**src/design/assert_macros.svh**
```systemverilog
// assertion helpers included by the rtl
`ifndef ASSERT_MACROS_SVH
`define ASSERT_MACROS_SVH

// checked on every rising edge outside reset
`define BAMDE_ASSERT(lbl, clk, rst_n, prop, msg) \
    lbl: assert property (@(posedge clk) disable iff (!rst_n) (prop)) else $error(msg);

// checked on every rising edge, reset included
`define BAMDE_ASSERT_ALWAYS(lbl, clk, prop, msg) \
    lbl: assert property (@(posedge clk) (prop)) else $error(msg);

`endif

```
**src/design/bamde_pkg.sv**
```systemverilog
package bamde_pkg;

    localparam int unsigned ADDR_W  = 48;
    localparam int unsigned BYTE_W  = 8;
    localparam int unsigned CFG_IDX_W = 2;

    // configuration register indexes
    localparam logic [CFG_IDX_W-1:0] CFG_FILTER_ADDRESS = 2'd0;
    localparam logic [CFG_IDX_W-1:0] CFG_WANTED_TYPE    = 2'd1;
    localparam logic [CFG_IDX_W-1:0] CFG_SKIP_COUNT     = 2'd2;

    localparam logic [ADDR_W-1:0] FILTER_ADDRESS_RST = 48'hC098_E54E_0397;
    localparam logic [BYTE_W-1:0] WANTED_TYPE_RST    = 8'hFF;
    localparam logic [BYTE_W-1:0] SKIP_COUNT_RST     = 8'd2;
    localparam logic [BYTE_W-1:0] DATA_INDEX_MAX     = 8'hFF;

    typedef enum logic [2:0] {
        PH_LEN  = 3'b001,
        PH_TYPE = 3'b010,
        PH_DATA = 3'b100
    } phase_t;

    typedef struct packed {
        logic [BYTE_W-1:0] message_byte;
        logic              message_last;
    } msg_t;

    typedef struct packed {
        logic full;
        logic empty;
    } q_status_t;

endpackage

```
**src/design/bamde_if.sv**
```systemverilog
interface bamde_report_if;
    logic                            valid;
    logic                            ready;
    logic [bamde_pkg::BYTE_W-1:0]    report_byte;
    logic                            report_first;
    logic                            report_end;
    logic [bamde_pkg::ADDR_W-1:0]    peer_address;

    modport source (output valid, output report_byte, output report_first,
                    output report_end, output peer_address, input ready);
    modport sink   (input valid, input report_byte, input report_first,
                    input report_end, input peer_address, output ready);
endinterface

interface bamde_message_if;
    logic                            valid;
    logic                            ready;
    logic [bamde_pkg::BYTE_W-1:0]    message_byte;
    logic                            message_last;

    modport source (output valid, output message_byte, output message_last, input ready);
    modport sink   (input valid, input message_byte, input message_last, output ready);
endinterface

interface bamde_cfg_if;
    logic                              valid;
    logic                              ready;
    logic [bamde_pkg::CFG_IDX_W-1:0]   index;
    logic [bamde_pkg::ADDR_W-1:0]      data;

    modport source (output valid, output index, output data, input ready);
    modport sink   (input valid, input index, input data, output ready);
endinterface

```
**src/design/bamde_front.sv**
```systemverilog
module bamde_front (
    input  logic                  clk,
    input  logic                  rst_n,
    bamde_report_if.sink          report,
    bamde_cfg_if.sink             cfg,
    input  bamde_pkg::q_status_t  q_status,
    output logic                  push,
    output bamde_pkg::msg_t       push_msg
);

    logic [bamde_pkg::ADDR_W-1:0] filter_address_reg;
    logic [bamde_pkg::BYTE_W-1:0] wanted_type_reg;
    logic [bamde_pkg::BYTE_W-1:0] skip_count_reg;

    logic                         matched_reg, matched_next;
    bamde_pkg::phase_t            phase_reg, phase_next;
    logic [bamde_pkg::BYTE_W-1:0] bytes_left_reg, bytes_left_next;
    logic [bamde_pkg::BYTE_W-1:0] cur_type_reg, cur_type_next;
    logic [bamde_pkg::BYTE_W-1:0] data_index_reg, data_index_next;

    logic accept;
    logic emit;
    logic last;

    assign report.ready = !q_status.full;
    assign cfg.ready    = 1'b1;
    assign accept       = report.valid && report.ready;

    always_comb
    begin
        matched_next    = matched_reg;
        phase_next      = phase_reg;
        bytes_left_next = bytes_left_reg;
        cur_type_next   = cur_type_reg;
        data_index_next = data_index_reg;
        emit            = 1'b0;
        last            = 1'b0;

        // a new report restarts the walk
        if (report.report_first)
        begin
            matched_next    = (report.peer_address == filter_address_reg);
            phase_next      = bamde_pkg::PH_LEN;
            bytes_left_next = '0;
            cur_type_next   = '0;
            data_index_next = '0;
        end

        if (matched_next)
        begin
            case (phase_next)
                bamde_pkg::PH_TYPE:
                begin
                    cur_type_next   = report.report_byte;
                    bytes_left_next = bytes_left_next - 8'd1;
                    data_index_next = '0;
                    phase_next      = (bytes_left_next == '0) ? bamde_pkg::PH_LEN
                                                               : bamde_pkg::PH_DATA;
                end
                bamde_pkg::PH_DATA:
                begin
                    bytes_left_next = bytes_left_next - 8'd1;
                    if ((cur_type_next == wanted_type_reg)
                        && (data_index_next >= skip_count_reg))
                    begin
                        emit = 1'b1;
                        last = (bytes_left_next == '0) || report.report_end;
                    end
                    if (data_index_next != bamde_pkg::DATA_INDEX_MAX)
                    begin
                        data_index_next = data_index_next + 8'd1;
                    end
                    if (bytes_left_next == '0)
                    begin
                        phase_next = bamde_pkg::PH_LEN;
                    end
                end
                default:
                begin
                    bytes_left_next = report.report_byte;
                    phase_next      = (report.report_byte == '0) ? bamde_pkg::PH_LEN
                                                                  : bamde_pkg::PH_TYPE;
                end
            endcase
        end

        // structures running past the report end are cut off
        if (report.report_end)
        begin
            matched_next    = 1'b0;
            phase_next      = bamde_pkg::PH_LEN;
            bytes_left_next = '0;
        end
    end

    assign push                  = accept && emit;
    assign push_msg.message_byte = report.report_byte;
    assign push_msg.message_last = last;

    always_ff @(posedge clk or negedge rst_n)
    begin
        if (!rst_n)
        begin
            filter_address_reg <= bamde_pkg::FILTER_ADDRESS_RST;
            wanted_type_reg    <= bamde_pkg::WANTED_TYPE_RST;
            skip_count_reg     <= bamde_pkg::SKIP_COUNT_RST;
        end
        else if (cfg.valid && cfg.ready)
        begin
            case (cfg.index)
                bamde_pkg::CFG_FILTER_ADDRESS: filter_address_reg <= cfg.data;
                bamde_pkg::CFG_WANTED_TYPE:    wanted_type_reg <= cfg.data[7:0];
                bamde_pkg::CFG_SKIP_COUNT:     skip_count_reg <= cfg.data[7:0];
                default:                       ;
            endcase
        end
    end

    always_ff @(posedge clk or negedge rst_n)
    begin
        if (!rst_n)
        begin
            matched_reg    <= 1'b0;
            phase_reg      <= bamde_pkg::PH_LEN;
            bytes_left_reg <= '0;
            cur_type_reg   <= '0;
            data_index_reg <= '0;
        end
        else if (accept)
        begin
            matched_reg    <= matched_next;
            phase_reg      <= phase_next;
            bytes_left_reg <= bytes_left_next;
            cur_type_reg   <= cur_type_next;
            data_index_reg <= data_index_next;
        end
    end

endmodule

```
**src/design/bamde_queue.sv**
```systemverilog
`include "assert_macros.svh"

module bamde_queue (
    input  logic                  clk,
    input  logic                  rst_n,
    input  logic                  push,
    input  bamde_pkg::msg_t       push_msg,
    input  logic                  pop,
    output bamde_pkg::msg_t       head_msg,
    output bamde_pkg::q_status_t  q_status
);

    bamde_pkg::msg_t entry_reg [2];
    logic            wr_ptr_reg;
    logic            rd_ptr_reg;
    logic [1:0]      count_reg, count_next;

    logic do_push;
    logic do_pop;

    assign q_status.full  = (count_reg == 2'd2);
    assign q_status.empty = (count_reg == 2'd0);
    assign do_push        = push && !q_status.full;
    assign do_pop         = pop && !q_status.empty;
    assign head_msg       = entry_reg[rd_ptr_reg];

    always_comb
    begin
        count_next = count_reg;
        if (do_push && !do_pop)
        begin
            count_next = count_reg + 2'd1;
        end
        else if (do_pop && !do_push)
        begin
            count_next = count_reg - 2'd1;
        end
    end

    always_ff @(posedge clk)
    begin
        if (do_push)
        begin
            entry_reg[wr_ptr_reg] <= push_msg;
        end
    end

    always_ff @(posedge clk or negedge rst_n)
    begin
        if (!rst_n)
        begin
            wr_ptr_reg <= 1'b0;
            rd_ptr_reg <= 1'b0;
            count_reg  <= 2'd0;
        end
        else
        begin
            if (do_push)
            begin
                wr_ptr_reg <= !wr_ptr_reg;
            end
            if (do_pop)
            begin
                rd_ptr_reg <= !rd_ptr_reg;
            end
            count_reg <= count_next;
        end
    end

    `BAMDE_ASSERT_ALWAYS(a_count_bound, clk, !rst_n || (count_reg != 2'd3), "queue count out of range")
    `BAMDE_ASSERT(a_no_drop, clk, rst_n, push |-> !q_status.full, "request pushed into full queue")
    `BAMDE_ASSERT(a_fill, clk, rst_n, (do_push && !do_pop) |=> (count_reg == $past(count_reg) + 2'd1), "queue count did not rise")
    `BAMDE_ASSERT(a_ptr_gap, clk, rst_n, (count_reg == 2'd0 || count_reg == 2'd2) |-> (wr_ptr_reg == rd_ptr_reg), "queue pointers out of step")

endmodule

```
**src/design/bamde_back.sv**
```systemverilog
module bamde_back (
    input  logic                  clk,
    input  logic                  rst_n,
    input  bamde_pkg::q_status_t  q_status,
    input  bamde_pkg::msg_t       head_msg,
    output logic                  pop,
    bamde_message_if.source       message
);

    logic            out_valid_reg;
    bamde_pkg::msg_t out_msg_reg;

    // refill the output register whenever it is empty or being taken
    assign pop = !q_status.empty && (!out_valid_reg || message.ready);

    assign message.valid        = out_valid_reg;
    assign message.message_byte = out_msg_reg.message_byte;
    assign message.message_last = out_msg_reg.message_last;

    always_ff @(posedge clk or negedge rst_n)
    begin
        if (!rst_n)
        begin
            out_valid_reg <= 1'b0;
        end
        else if (pop)
        begin
            out_valid_reg <= 1'b1;
        end
        else if (message.ready)
        begin
            out_valid_reg <= 1'b0;
        end
    end

    always_ff @(posedge clk)
    begin
        if (pop)
        begin
            out_msg_reg <= head_msg;
        end
    end

endmodule

```
**src/design/ble_adv_manufacturer_data_extract_core.sv**
```systemverilog
// extracts manufacturer data bytes from advertisement reports
// report channel: one payload byte per request; report_first marks the first
//   byte and carries peer_address, report_end marks the last byte
// message channel: one request per extracted data byte, message_last set on
//   the final byte of a structure or on a byte cut off by the report end
// cfg channel: index 0 filter_address, 1 wanted_type, 2 skip_count; always
//   ready, write only while no report bytes are in flight
// throughput: one report byte per cycle while the queue is not full, the parser
//   state updates in the cycle the byte is accepted
// an extracted byte enters the queue on the edge its report byte is accepted,
//   then moves from the queue into the output register, from which the
//   receiver takes it off the message channel
// stall: the queue plus output register hold three messages; once both queue
//   entries are taken report.ready drops until the receiver takes one
// reset: rst_n clears the parser to expect a length byte outside any report,
//   empties the queue and loads the default configuration
module ble_adv_manufacturer_data_extract_core (
    input  logic             clk,
    input  logic             rst_n,
    bamde_report_if.sink     report,
    bamde_message_if.source  message,
    bamde_cfg_if.sink        cfg
);

    logic                 push;
    logic                 pop;
    bamde_pkg::msg_t      push_msg;
    bamde_pkg::msg_t      head_msg;
    bamde_pkg::q_status_t q_status;

    bamde_front u_front (
        .clk      (clk),
        .rst_n    (rst_n),
        .report   (report),
        .cfg      (cfg),
        .q_status (q_status),
        .push     (push),
        .push_msg (push_msg)
    );

    bamde_queue u_queue (
        .clk      (clk),
        .rst_n    (rst_n),
        .push     (push),
        .push_msg (push_msg),
        .pop      (pop),
        .head_msg (head_msg),
        .q_status (q_status)
    );

    bamde_back u_back (
        .clk      (clk),
        .rst_n    (rst_n),
        .q_status (q_status),
        .head_msg (head_msg),
        .pop      (pop),
        .message  (message)
    );

endmodule

```
**src/flat_wrapper.sv**
```systemverilog
// flat-port wrapper written by rule: the top's interface ports become plain ports
module ble_adv_manufacturer_data_extract_core_flat 
  (clk, rst_n, report_valid, report_report_byte, report_report_first, report_report_end, report_peer_address, report_ready, message_valid, message_message_byte, message_message_last, message_ready, cfg_valid, cfg_index, cfg_data, cfg_ready);
  bamde_report_if report_i ();
  bamde_message_if message_i ();
  bamde_cfg_if cfg_i ();
  input  logic clk;
  input  logic rst_n;
  input wire logic [$bits(report_i.valid)-1:0] report_valid;
  input wire logic [$bits(report_i.report_byte)-1:0] report_report_byte;
  input wire logic [$bits(report_i.report_first)-1:0] report_report_first;
  input wire logic [$bits(report_i.report_end)-1:0] report_report_end;
  input wire logic [$bits(report_i.peer_address)-1:0] report_peer_address;
  output wire logic [$bits(report_i.ready)-1:0] report_ready;
  output wire logic [$bits(message_i.valid)-1:0] message_valid;
  output wire logic [$bits(message_i.message_byte)-1:0] message_message_byte;
  output wire logic [$bits(message_i.message_last)-1:0] message_message_last;
  input wire logic [$bits(message_i.ready)-1:0] message_ready;
  input wire logic [$bits(cfg_i.valid)-1:0] cfg_valid;
  input wire logic [$bits(cfg_i.index)-1:0] cfg_index;
  input wire logic [$bits(cfg_i.data)-1:0] cfg_data;
  output wire logic [$bits(cfg_i.ready)-1:0] cfg_ready;
  assign report_i.valid = report_valid;
  assign report_i.report_byte = report_report_byte;
  assign report_i.report_first = report_report_first;
  assign report_i.report_end = report_report_end;
  assign report_i.peer_address = report_peer_address;
  assign report_ready = report_i.ready;
  assign message_valid = message_i.valid;
  assign message_message_byte = message_i.message_byte;
  assign message_message_last = message_i.message_last;
  assign message_i.ready = message_ready;
  assign cfg_i.valid = cfg_valid;
  assign cfg_i.index = cfg_index;
  assign cfg_i.data = cfg_data;
  assign cfg_ready = cfg_i.ready;
  ble_adv_manufacturer_data_extract_core u_core (.clk(clk), .rst_n(rst_n), .report(report_i), .message(message_i), .cfg(cfg_i));
endmodule
```
**config.mk**
```make
export PLATFORM = sky130hd
export DESIGN_NAME = ble_adv_manufacturer_data_extract_core_flat
export DESIGN_NICKNAME = d
export VERILOG_FILES = /design/src/design/bamde_pkg.sv /design/src/design/bamde_if.sv /design/src/design/bamde_front.sv /design/src/design/bamde_queue.sv /design/src/design/bamde_back.sv /design/src/design/ble_adv_manufacturer_data_extract_core.sv /design/src/flat_wrapper.sv
export VERILOG_INCLUDE_DIRS = /design/src /design/src/design
export SDC_FILE = /design/constraint.sdc
export NUM_CORES = 1
export LEC_CHECK = 0
export BUFFER_PORTS_ARGS = -buffer_cell sky130_fd_sc_hd__buf_2
export CAP_MARGIN = 5
export CELL_PAD_IN_SITES_DETAIL_PLACEMENT = 2
export CELL_PAD_IN_SITES_GLOBAL_PLACEMENT = 2
export CORE_MARGIN = 1
export CORE_UTILIZATION = 33
export CTS_BUF_LIST = sky130_fd_sc_hd__clkbuf_8
export DETAILED_ROUTE_END_ITERATION = 16
export GPL_TIMING_DRIVEN = 0
export PLACE_DENSITY_LB_ADDON = 0.1
export SYNTH_ARGS = -nofsm -noshare
export SYNTH_HDL_FRONTEND = slang
export SYNTH_HIERARCHICAL = 1
export SYNTH_SLANG_ARGS = --single-unit
export TNS_END_PERCENT = 100
```
**constraint.sdc**
```tcl
create_clock -name clk -period 2.5 [get_ports clk]
set_input_delay 0.5 -clock clk [delete_from_list [all_inputs] [get_ports clk]]
set_output_delay 0.5 -clock clk [all_outputs]
set_load 0.02 [all_outputs]
```
Word level (Yosys, flattened, before mapping)
Memory sizes are Yosys's and may differ from the RTL's. A register that Yosys moved wholly into a read port is not among the register bits.
Index checks and enable logic that the tools add are counted.
{"block": "word_totals", "elab_cells": 85, "mem_count": 1, "romBits": 0, "mem_bits_rw": 18, "in_bits": 113, "regBits": 97, "output_inout_bits": 12, "latchBits": 0}
{"block": "op_classes", "n_mul": 0, "reduce_logical": 27, "add_sub_neg": 4, "shifts": 0, "div": 0, "muxes": 32, "n_bitwise": 0, "eq_ne": 8, "magnitude_cmp": 1}
{"name": "u_core.u_queue.entry_reg", "depth": 2, "width": 9, "read_ports": 1, "rd_ports_with_merged_regs": 1, "write_ports": 1, "line_no": "bamde_queue.sv:13", "source": "bamde_pkg::msg_t entry_reg [2];"}
{"operator": "$mux W8", "n": 10}
{"operator": "$eq A48 B48 Y1", "n": 1}
{"operator": "$logic_not A8 Y1", "n": 2}
{"operator": "$pmux W8 S2", "n": 1}
{"operator": "$mux W3", "n": 5}
{"operator": "$mux W1", "n": 12}
{"operator": "$add A8 B1 Y8 const B", "n": 1}
{"operator": "$eq A8 B8 Y1", "n": 1}
{"operator": "$ge A8 B8 Y1", "n": 1}
{"operator": "$logic_and A1 B1 Y1", "n": 8}
{"operator": "$ne A8 B8 Y1 const B", "n": 1}
{"operator": "$sub A8 B1 Y8 const B", "n": 1}
{"operator": "$logic_not A1 Y1", "n": 7}
{"operator": "$mux W2", "n": 3}
{"operator": "$pmux W3 S2", "n": 1}
{"operator": "$reduce_and A2 Y1", "n": 3}
{"operator": "$eq A2 B2 Y1 const B", "n": 2}
{"operator": "$logic_not A2 Y1", "n": 2}
{"operator": "$reduce_bool A2 Y1", "n": 2}
{"operator": "$eq A3 B2 Y1 const B", "n": 1}
{"operator": "$eq A3 B3 Y1 const B", "n": 1}
{"operator": "$add A2 B1 Y2 const B", "n": 1}
{"operator": "$eq A2 B1 Y1 const B", "n": 1}
{"operator": "$logic_or A1 B1 Y1", "n": 2}
{"operator": "other kinds (2)", "n": 2}

Longest topological paths before layout
{"block": "depth", "word_depth": 12, "ltp_mapped": 18, "ltp_nobuf": 17}

By module
The synthesis kept the hierarchy.
{"mod": "bamde_front", "instances": 1, "seq_area_each_um2": 2341.0, "area_each_um2": 5131.2, "cells_per_inst": 471}
{"mod": "bamde_queue", "instances": 1, "seq_area_each_um2": 640.6, "area_each_um2": 853.3, "cells_per_inst": 47}
{"mod": "bamde_back", "instances": 1, "seq_area_each_um2": 295.3, "area_each_um2": 320.3, "cells_per_inst": 14}

Least setup slack after synthesis
No wires, ideal clock.
{"block": "synth_timing", "path_type": "input to register", "startpoint": "input port report_report_first", "endpoint": "memory u_core/u_queue/entry_reg[0][0] (netlist name) (enable)", "setup_time_ns": 0.374, "arrival_ns": 2.865, "path_buffers": 3, "path_slack_ns": -0.739, "required_time_ns": 2.126, "cell_stages": 13, "cell_sequence": "buf_2 buf_1 clkbuf_1 nor2b_1 ha_1 a21o_1 a21oi_1 nor2b_1 o21ai_0 a211o_1 nor2_1 nand2_2 nor2_1"}
{"block": "synth_between", "elab_chain_len": 10, "elab_cells_between_ends": 15, "cone_classes": "order compare (1); eq/ne (2); mux (9); reduce/logical (3)"}
{"item": "start, declared", "line_no": "flat_wrapper.sv:11", "source": "input wire logic [$bits(report_i.report_first)-1:0] report_report_first;"}
{"item": "$mux W8", "line_no": "bamde_front.sv:40", "source": "if (report.report_first)"}
{"item": "$ge A8 B8 Y1 / $eq A8 B8 Y1 (equally long branches)", "line_no": "bamde_front.sv:64, bamde_front.sv:63"}
{"item": "$logic_and A1 B1 Y1", "line_no": "bamde_front.sv:64", "source": "&& (data_index_next >= skip_count_reg))"}
{"item": "$mux W1", "line_no": "bamde_front.sv:63", "source": "if ((cur_type_next == wanted_type_reg)"}
{"item": "$mux W1", "line_no": "bamde_front.sv:51", "source": "case (phase_next)"}
{"item": "$mux W1 *", "line_no": "bamde_front.sv:49", "source": "if (matched_next)"}
{"item": "$logic_and A1 B1 Y1 *", "line_no": "bamde_front.sv:96", "source": "assign push = accept && emit;"}
{"item": "net u_core.push", "line_no": "ble_adv_manufacturer_data_extract_core.sv:25", "source": "logic push;"}
{"item": "$logic_and A1 B1 Y1 *", "line_no": "bamde_queue.sv:23", "source": "assign do_push = push && !q_status.full;"}
{"item": "$mux W1 *", "line_no": "bamde_queue.sv:42", "source": "if (do_push)"}
{"item": "$mux W1 (implied by the code) *", "line_no": "bamde_queue.sv:44", "source": "entry_reg[wr_ptr_reg] <= push_msg;"}
{"item": "end, declared", "line_no": "bamde_queue.sv:13"}
Mark *: on every way through the listed nets, which the timed path passes. The rest lies on a longest branch.

Worst setup path after layout
{"block": "layout_timing", "startpoint": "register u_core/u_front/filter_address_reg[11] (netlist name)", "endpoint": "memory u_core/u_queue/entry_reg[0][0] (netlist name) (enable)"}
{"block": "layout_between", "elab_chain_len": 7}
{"item": "start, declared", "line_no": "bamde_front.sv:11", "source": "logic [bamde_pkg::ADDR_W-1:0] filter_address_reg;"}
{"item": "start signal, assigned", "line_no": "bamde_front.sv:104", "source": "filter_address_reg <= bamde_pkg::FILTER_ADDRESS_RST;"}
{"item": "start signal, assigned", "line_no": "bamde_front.sv:111", "source": "bamde_pkg::CFG_FILTER_ADDRESS: filter_address_reg <= cfg.data;"}
{"item": "$eq A48 B48 Y1", "line_no": "bamde_front.sv:42", "source": "matched_next = (report.peer_address == filter_address_reg);"}
{"item": "$mux W1", "line_no": "bamde_front.sv:40"}
{"item": "$mux W1", "line_no": "bamde_front.sv:49"}
{"item": "$logic_and A1 B1 Y1", "line_no": "bamde_front.sv:96"}
{"item": "net u_core.push", "line_no": "ble_adv_manufacturer_data_extract_core.sv:25"}
{"item": "$logic_and A1 B1 Y1", "line_no": "bamde_queue.sv:23"}
{"item": "$mux W1", "line_no": "bamde_queue.sv:42"}
{"item": "$mux W1 (implied by the code)", "line_no": "bamde_queue.sv:44"}
The timed path passes the listed nets, and every way through them passes these cells.

==> impl_metrics.env <==
export IMPL_min_path_type="primary input to asynchronous set/reset pin"
export IMPL_synthDistinctLibCells=60
export IMPL_finalSetupViolCount=41
export IMPL_slew_headroom_pct=12.0
export IMPL_dp_hpwl_um=13500
export IMPL_drtIter0Drc=126
export IMPL_fin_crit_sh_pct=116
export IMPL_ctsHoldBuffers=0
export IMPL_fin_area_um2=8070
export IMPL_period_needed_ns=2.90
export IMPL_core_um2=18700
export IMPL_vias=4673
export IMPL_internal_power_w=0.00380
export IMPL_maxSlewViolCount=0
export IMPL_startpoint_type="register"
export IMPL_postLayoutCoreUtil_pct=43.2
export IMPL_switching_share_pct=26.2
export IMPL_ir_drop_mv=0.333
export IMPL_ys_flop_type="dfrtp_1"
export IMPL_setup_slack_ns=-0.403
export IMPL_combPwrFrac_pct=13.7
export IMPL_synthArstFlopShare_pct=78.2
export IMPL_violations="negative setup slack"
export IMPL_hold_viol_final=0
export IMPL_std_cell_rows=50
export IMPL_synthesis_nets=657
export IMPL_grt_pass1_wl_um=28600
export IMPL_fin_cells=936
export IMPL_wl_per_cell_um=19.7
export IMPL_floorplan_initialDensity_pct=33.7
export IMPL_die_area_um2=19700
export IMPL_grtUsageTotal_pct=19.5
export IMPL_fmax_mhz=344
export IMPL_numPlacedInstances=890
export IMPL_gp_congestion=0.728
export IMPL_cap_violations=0
export IMPL_layout_commonest_cell="buf_2"
export IMPL_cts_sinks=124
export IMPL_drc=0
export IMPL_switchingPower_w=0.00134
export IMPL_antenna_found_initial=3
export IMPL_r2r_start="u_core/u_front/filter_address_reg[11]"
export IMPL_syn_area_um2=6300
export IMPL_reg2reg_depth=12
export IMPL_worstPathArrival_ns=3.07
export IMPL_areaGrowthSynthToFinish_pct=28.1
export IMPL_cts_tree="done"
export IMPL_drive_gt1_share_pct=46.7
export IMPL_r2r_end="u_core/u_queue/entry_reg[0][0]"
export IMPL_p_leak_nw=3.48
export IMPL_synth_area_per_cell_um2=11.9
export IMPL_ant_nets=0
export IMPL_rsz0062_at_grt="yes"
export IMPL_path_clk_slew_ns=0.09
export IMPL_cp_end_kind="register"
export IMPL_critical_path_class="register to register"
export IMPL_drtPass1Iterations=3
export IMPL_grt_overflow=0
export IMPL_ys_warn_count=6
export IMPL_worst_slew_pin_slew_ns=1.31
export IMPL_reg2reg_slack_ns=-0.40
export IMPL_insertion_delay_ns=0.44
export IMPL_cts_htree_levels=4
export IMPL_cts_buffer_depth=2
export IMPL_cp_required_ns=2.67
export IMPL_numCtsBuffers=17
export IMPL_port_buffers=123
export IMPL_syn_inst=532
export IMPL_clkPwrFrac_pct=38.1
export IMPL_pwr_density_cell_nw_per_um2=637
export IMPL_root_buffer="clkbuf_8"
export IMPL_wl_um=18400
export IMPL_grt_pass1_vias=5254
export IMPL_die_height_um=140
export IMPL_outcome="finished, violations left"
export IMPL_pre_cts_slack_ns=-1.09
export IMPL_crit_fanout=4
export IMPL_pwr_share_seq_pct=48.2
export IMPL_fin_skew_ns=0.0151
export IMPL_yosys_register_bits=124
export IMPL_power_w=0.00514
export IMPL_pin_count=125
export IMPL_grt_max_degree=51
export IMPL_layout_common_cells="buf_2 (123), mux2_2 (68), dfrtp_1 (66)"
export IMPL_synth_enable_flop_cells=27
export IMPL_via_per_inst=4.99
export IMPL_seq_area_frac_synth_pct=52.0
export IMPL_die_w_um=140
export IMPL_nets=812
export IMPL_place_area_um2=7300
export IMPL_largest_register_ffs=48
export IMPL_critPathLaunch="u_core/u_front/filter_address_reg[11]"
## power by group through the flow
stage          Combinational (W)  Clock [W]  Sequential (W)
2_1_floorplan           0.000428          0         0.00247
3_3_place_gp            0.000635          0         0.00250
3_5_place_dp            0.000675          0         0.00252
4_1_cts                 0.000709    0.00203         0.00248
5_1_grt                 0.000781    0.00210         0.00251
6_report                0.000703    0.00196         0.00248
## how the worst max path moves through the flow
stage / to / slack (ns) / depth (start not counted)
after floorplan: u_core/u_queue/count_reg[1] / -0.15 / 14
after global placement: u_core/u_queue/entry_reg[0][7] / -1.06 / 11
after detailed placement: u_core/u_queue/entry_reg[0][5] / -1.09 / 11
after CTS: u_core/u_queue/count_reg[1] / -0.41 / 14
after global routing: u_core/u_queue/entry_reg[0][6] / -0.50 / 12
final: u_core/u_queue/entry_reg[0][0] / -0.40 / 12
## layout make-up
| cell class | count | area, um2 |
|---|---|---|
| diodes | 2 | 5.00 |
| plain buffers | 24 | 169 |
| clock buffers | 17 | 234 |
| clock inverters | 15 | 198 |
| fillers | 1927 | 10600 |
| inverters | 31 | 116 |
| multi-input cells | 352 | 2980 |
| flip-flops and latches | 124 | 3280 |
| well taps | 234 | 293 |
| repair buffers | 137 | 806 |
## critical path: stages, from the launching register on
cell and delay (ns):
dfrtp_1 0.40, xor2_1 0.16, nor4_2 0.36, nand4_1 0.22, nor4_4 0.34, a21oi_2 0.07, buf_6 0.13, a211o_4 0.29
nor2_4 0.13, nand2_4 0.07, buf_6 0.12, nor2_4 0.15, clkbuf_16 0.16
## cells in the mapped netlist (3+ instances only)
cell | number | area, um2
mux2_2 | 68 | 766
dfrtp_1 | 66 | 1650
xor2_1 | 51 | 447
nand2_1 | 35 | 131
dfstp_2 | 31 | 815
inv_1 | 30 | 113
edfxtp_1 | 27 | 811
nor2_1 | 26 | 97.6
nor4_1 | 18 | 113
o21ai_1 | 15 | 75.1
mux2i_1 | 14 | 140
ha_1 | 12 | 150
xnor2_1 | 11 | 96.3
buf_4 | 10 | 75.1
a21oi_1 | 9 | 45.0
clkbuf_1 | 8 | 30.0
nand3_1 | 8 | 40.0
nor2b_1 | 8 | 50.1
nor3_1 | 6 | 30.0
o21ai_0 | 6 | 30.0
a31oi_1 | 5 | 31.3
mux2_1 | 5 | 56.3
nor4bb_1 | 4 | 40.0
o32ai_1 | 4 | 35.0
buf_1 | 3 | 11.3
buf_2 | 3 | 15.0
nand2b_1 | 3 | 18.8
nand4_1 | 3 | 18.8
o31ai_1 | 3 | 22.5
## stage by stage
stage / setup TNS (ns) / hold WS (ns)
floorplan: -1.28 / 0.204
global placement: -47.89 / 0.480
detailed placement: -36.26 / 0.496
CTS: -9.10 / 0.0793
global route: -12.73 / 0.0996
finish: -8.40 / 0.0727
## timing repair
item | CTS | global route
gates cloned | 0 | 2
endpoints found under the setup margin | 48 | 45
pin swaps | 14 | 18
buffers inserted | 7 | 6
gates resized for setup | 17 | 27
## layer usage
| layer | vias to the layer above | part of all wire [%] | GRT usage (%) | wire, um |
|---|---|---|---|---|
| met4 | 2 | 1.7 | 7.46 | 304 |
| met2 | 90 | 52 | 33.9 | 9570 |
| met1 | 2369 | 42 | 23.3 | 7820 |
| li1 | 2188 | - | - | - |
| met3 | 24 | 3.8 | 4.44 | 708 |
| met5 | - | 0.092 | 0 | 17 |
## logic make-up after synthesis
group,after synthesis,synth area share (%)
buf+inv,56,4.11
flops,124,52.0
xor+xnor,63,8.87
fa+ha+maj,12,2.38
mux,87,15.3
compound gates,63,6.81
simple gates,126,10.5
other cells,1,0.0595
Note: power is estimated with default switching activity, not from simulation.
